`config.mk`:
```
export PLATFORM = sky130hd
export DESIGN_NAME = wses_ctrl
export DESIGN_NICKNAME = d
export VERILOG_FILES = /design/src/rtl/wses_pkg.sv /design/src/rtl/wses_ctrl.sv
export SDC_FILE = /design/constraint.sdc
export NUM_CORES = 1
export LEC_CHECK = 0
export ABC_CLOCK_PERIOD_IN_PS = 2100
export BUFFER_PORTS_ARGS = -buffer_cell sky130_fd_sc_hd__buf_2
export CAP_MARGIN = 20
export CELL_PAD_IN_SITES_DETAIL_PLACEMENT = 0
export CELL_PAD_IN_SITES_GLOBAL_PLACEMENT = 1
export CORE_MARGIN = 3
export CORE_UTILIZATION = 33
export CTS_BUF_LIST = sky130_fd_sc_hd__clkbuf_8 sky130_fd_sc_hd__clkbuf_16
export DETAILED_ROUTE_END_ITERATION = 12
export MAX_ROUTING_LAYER = met4
export PLACE_DENSITY = 0.73
export SLEW_MARGIN = 20
export SYNTH_ARGS = -nofsm -noshare
export SYNTH_HDL_FRONTEND = slang
export SYNTH_SLANG_ARGS = --single-unit
export TNS_END_PERCENT = 5
```
`constraint.sdc`:
```
create_clock -name clk_i -period 2.1 [get_ports clk_i]
set_input_delay 0.21 -clock clk_i [delete_from_list [all_inputs] [get_ports clk_i]]
set_output_delay 0.21 -clock clk_i [all_outputs]
set_load 0.03 [all_outputs]
```
`src/rtl/wses_pkg.sv`:
```
// ----------------------------------------------------------------------------
// wses_pkg
// Shared types and constants of the watermark spill eviction table.
// ----------------------------------------------------------------------------
package wses_pkg;

  localparam int unsigned REQ_W  = 3;
  localparam int unsigned SLOT_W = 4;
  localparam int unsigned SIZE_W = 40;
  localparam int unsigned COLD_W = 32;
  localparam int unsigned TOT_W  = 44;
  localparam int unsigned WM_W   = 17;
  localparam int unsigned STAT_W = 2;
  localparam int unsigned CIDX_W = 2;
  localparam int unsigned PROD_W = SIZE_W + WM_W;
  localparam int unsigned THR_W  = PROD_W - 16;

  localparam logic [REQ_W-1:0] REQ_REGISTER   = 3'd0;
  localparam logic [REQ_W-1:0] REQ_UNREGISTER = 3'd1;
  localparam logic [REQ_W-1:0] REQ_PIN        = 3'd2;
  localparam logic [REQ_W-1:0] REQ_UNPIN      = 3'd3;
  localparam logic [REQ_W-1:0] REQ_SPILL      = 3'd4;

  localparam logic [STAT_W-1:0] ST_DONE      = 2'd0;
  localparam logic [STAT_W-1:0] ST_IGNORED   = 2'd1;
  localparam logic [STAT_W-1:0] ST_UNDERFLOW = 2'd2;
  localparam logic [STAT_W-1:0] ST_NO_SPILL  = 2'd3;

  localparam logic [CIDX_W-1:0] CFG_SPILL_EN = 2'd0;
  localparam logic [CIDX_W-1:0] CFG_BUDGET   = 2'd1;
  localparam logic [CIDX_W-1:0] CFG_HIGH_WM  = 2'd2;
  localparam logic [CIDX_W-1:0] CFG_LOW_WM   = 2'd3;

  typedef struct packed {
    logic latch;
    logic rd_slot;
    logic apply;
    logic sum_clr;
    logic pick_clr;
    logic scan;
    logic scan_pick;
    logic mul;
    logic load_skip;
    logic skip_zero;
    logic load_none;
    logic evict;
    logic set_last;
    logic show;
  } cmd_t;

  typedef struct packed {
    logic is_spill;
    logic spill_off;
    logic no_need;
    logic have;
    logic over_low;
    logic idx_last;
    logic out_busy;
  } stat_t;

endpackage

```
`src/rtl/wses_ctrl.sv`:
```
// ----------------------------------------------------------------------------
// wses_ctrl
// Sequencer: request decode, table scans and eviction rounds.
// ----------------------------------------------------------------------------
module wses_ctrl import wses_pkg::*; (
  input  logic  clk_i,
  input  logic  rst_ni,
  input  logic  in_valid_i,
  output logic  in_ready_o,
  input  stat_t stat_i,
  output cmd_t  cmd_o
);

  typedef enum logic [3:0] {
    S_IDLE, S_DEC, S_APPLY, S_SUM, S_SUM_DRAIN, S_MUL, S_CMP, S_SKIP,
    S_PICK, S_PICK_DRAIN, S_PDEC, S_EVICT, S_CHK, S_NONE
  } state_e;

  state_e state_q, state_d;
  logic   pend_q, pend_d, skipz_q, skipz_d;

  always_comb begin
    cmd_o   = '0;
    state_d = state_q;
    pend_d  = pend_q;
    skipz_d = skipz_q;
    unique case (state_q)
      S_IDLE: begin
        if (in_valid_i) begin
          cmd_o.latch = 1'b1;
          state_d     = S_DEC;
        end
      end
      S_DEC: begin
        if (!stat_i.is_spill) begin
          cmd_o.rd_slot = 1'b1;
          state_d       = S_APPLY;
        end else if (stat_i.spill_off) begin
          skipz_d = 1'b1;
          state_d = S_SKIP;
        end else begin
          cmd_o.sum_clr = 1'b1;
          state_d       = S_SUM;
        end
      end
      S_APPLY: begin
        if (!stat_i.out_busy) begin
          cmd_o.apply = 1'b1;
          cmd_o.show  = 1'b1;
          state_d     = S_IDLE;
        end
      end
      S_SUM: begin
        cmd_o.scan = 1'b1;
        if (stat_i.idx_last) state_d = S_SUM_DRAIN;
      end
      S_SUM_DRAIN: state_d = S_MUL;
      S_MUL: begin
        cmd_o.mul = 1'b1;
        state_d   = S_CMP;
      end
      S_CMP: begin
        if (stat_i.no_need) begin
          skipz_d = 1'b0;
          state_d = S_SKIP;
        end else begin
          cmd_o.pick_clr = 1'b1;
          pend_d         = 1'b0;
          state_d        = S_PICK;
        end
      end
      S_SKIP: begin
        if (!stat_i.out_busy) begin
          cmd_o.load_skip = 1'b1;
          cmd_o.skip_zero = skipz_q;
          cmd_o.show      = 1'b1;
          state_d         = S_IDLE;
        end
      end
      S_PICK: begin
        cmd_o.scan      = 1'b1;
        cmd_o.scan_pick = 1'b1;
        if (stat_i.idx_last) state_d = S_PICK_DRAIN;
      end
      S_PICK_DRAIN: state_d = S_PDEC;
      S_PDEC: begin
        // release the held eviction word once the next round is known
        priority if (stat_i.have) begin
          cmd_o.show = pend_q;
          state_d    = S_EVICT;
        end else if (pend_q) begin
          cmd_o.set_last = 1'b1;
          cmd_o.show     = 1'b1;
          pend_d         = 1'b0;
          state_d        = S_IDLE;
        end else begin
          state_d = S_NONE;
        end
      end
      S_EVICT: begin
        if (!stat_i.out_busy) begin
          cmd_o.evict = 1'b1;
          pend_d      = 1'b1;
          state_d     = S_CHK;
        end
      end
      S_CHK: begin
        if (stat_i.over_low) begin
          cmd_o.pick_clr = 1'b1;
          state_d        = S_PICK;
        end else begin
          cmd_o.set_last = 1'b1;
          cmd_o.show     = 1'b1;
          pend_d         = 1'b0;
          state_d        = S_IDLE;
        end
      end
      S_NONE: begin
        if (!stat_i.out_busy) begin
          cmd_o.load_none = 1'b1;
          cmd_o.show      = 1'b1;
          state_d         = S_IDLE;
        end
      end
      default: state_d = S_IDLE;
    endcase
  end

  always_ff @(posedge clk_i or negedge rst_ni) begin
    if (!rst_ni) begin
      state_q <= S_IDLE;
      pend_q  <= 1'b0;
      skipz_q <= 1'b0;
    end else begin
      state_q <= state_d;
      pend_q  <= pend_d;
      skipz_q <= skipz_d;
    end
  end

  assign in_ready_o = (state_q == S_IDLE);

endmodule

```
==> results.ini <==
[clock_network]
clock-root-buffer=clkbuf_8
clk_latency_ns=0.22
cts-htree-levels=1
post_cts_resized=0
cts_inserted_buffers=3
clkSinkCount=6
cts_hold_buf=1
cts_tree=built
clkSlewWorstSetupHoldPaths_ns=0.04
clock_path_buffers=2
post_cts_buffers=0

[sta]
worst_pin_slew_ns=0.5021
finalCritPeriodShare_pct=88.86
period_needed_ns=1.866
rsz0062_at_grt=false
setup_viol=0
fin_skew_ns=0.004681
drv_slew=0
hold_viol=0
fin_ws_ns=0.2340
fmaxAchievable_ghz=0.5359
max_slew_margin_pct=66.22

[power_and_ir_drop]
p_per_area_nw_per_um2=1500
p_leak_nw=0.4160
vdd_drop_max_mv=0.8794

[flow_run]
maxCapViolCount=0

[finish]
nFillCells=209
final_cell_area_sq_um=892.1
nNetsFinal=135
final_cell_mix=buf_2, nor2_1, nand2_1, o21ai_0, buf_4
drive_above_1_share_pct=30.89
final_common_cell=buf_2
area_growth_pct=29.17
n_antenna_cell=0

[routing]
drc=0
via_per_inst=5.520
firstDrtPassIters=4
vias=817
drt-total-wl_mm=2.057
drt-initial-drc-count=17
postRouteAntennaNets=0
routedWlPerCell_microns=13.90

[worst_setup_path]
reg2reg_from=state_q[3]
regToRegSetupSlack_ns=0.39
critPathLaunchType=register
rr_endpoint=state_q[1]
cp.arrival_ns=1.66
crit_fanout=15
cp-end-kind=output port
critPathRequiredTime_ns=1.89
critical_path_class=register to output port
reg2reg_depth=5

[synthesis]
synth_top_area_cell=dfrtp_1
ys_seq_elements=6
syn_inst=98
syn_area_per_cell_sq_um=7.048
synth_top_area_share_pct=21.74
synth_cell_type_count=33
yosysWarnings=0
syn_nets=108
synthesis.area_sq_um=690.7
synth-seq-area-share_pct=21.74
synthTopCellsByArea=dfrtp_1, nor2_1, o21ai_0

[floorplan]
ios=25
initial_core_util_pct=37.55
die_w_microns=51.75
coreArea_sq_um=1839
dieHeight_microns=51.75
die_area_sq_um=2678
rows=15

[place]
gp_congestion=0.8161
postPlaceCellArea_sq_um=840.8
io_buffers=24
dp_slack_ns=0.4189
dp_hpwl_mm=1.618

[min_path]
hold_path_class=input pin to register
hold_depth=3
hold_end=skipz_q
hp-start=stat_i[5]

[global_route]
grt_remaining_overflow=0
grt_pass1_wl_mm=3.353
grt_pass1_vias=724
antenna_found_initial=0
grt_usage_pct=17.44
grt_max_degree=18

[status]
status=finished, final reports clean

flip-flops by register name (all words and copies together), names as in the netlist:
signal   cells
pend_q       1
skipz_q      1
state_q      4
cell usage after synthesis:
library cell	number
a21o_1	1
a21oi_1	5
a22oi_1	3
a2bb2oi_1	1
a31oi_1	4
a32oi_1	1
and2_1	2
and3_1	1
and3_4	1
buf_2	6
buf_6	2
clkbuf_1	2
dfrtp_1	6
inv_1	5
nand2_1	7
nand2b_1	4
nand3_1	6
nor2_1	11
nor2b_1	1
nor3_1	3
nor3_2	1
nor3b_1	3
nor4_1	3
o211a_1	1
o21ai_0	7
o21ai_1	2
o21bai_1	1
o22ai_1	3
o311ai_0	1
o311ai_1	1
o31ai_4	1
o32a_1	1
xor2_1	1
power breakdown:
| part | switching, mW | leakage, nW | internal (mW) | total, mW |
|---|---|---|---|---|
| combinational | 0.531 | 0.323 | 0.356 | 0.887 |
| sequential | 0.110 | 0.0718 | 0.168 | 0.277 |
| clock | 0.0512 | 0.0216 | 0.123 | 0.174 |
final cells by class:
class	instances	area [sq um]	area share, %
inverters	5	18.77	2.104
well taps	25	31.28	3.506
clock buffers	3	41.29	4.628
multi-input cells	77	467.9	52.45
repair buffers	32	182.7	20.48
flip-flops and latches	6	150.1	16.83
through the flow:
step           std cells  utilization, %  total power [mW]  hold WS [ns]  TNS (ns)
3_5_place_dp         144           45.71             1.159       0.04213         0
3_3_place_gp         144           45.71             1.167       0.04104         0
4_1_cts              148           48.50             1.345        0.2645         0
6_report             148           48.50             1.339        0.2624         0
5_1_grt              148           48.50             1.458        0.2767         0
2_1_floorplan         98               -            0.9420      -0.08559  -0.01192
per-layer routing:
metal	global-route usage [%]	vias to the layer above	share of wire [%]
met4	3.930	0	0.68
met5	-	-	0
met1	23.46	380	48
li1	-	410	-
met3	5.444	2	6.4
met2	25.64	25	45
worst max path at each step:
stage               slack [ns]         end  cells after the start       start
floorplan                -0.01    cmd_o[4]                      5  state_q[1]
global placement          0.42  state_q[1]                      5  state_q[3]
detailed placement        0.42  state_q[1]                      5  state_q[3]
CTS                       0.23   cmd_o[10]                      5  state_q[0]
global route              0.10    cmd_o[3]                      6  state_q[0]
finish                    0.23    cmd_o[0]                      5  state_q[3]
logic make-up after synthesis:
logic type	synth area share (%)
compound gates	32.97
xor+xnor	1.268
buf+inv	11.41
flops	21.74
simple gates	32.61
worst max-delay path, cell delays in order (launching register included):
cell and delay (ns):
dfrtp_1 0.62, buf_4 0.23, nor2_1 0.05, a32oi_1 0.24
o22ai_1 0.11, buf_2 0.18
(Power assumes the default switching activity.)
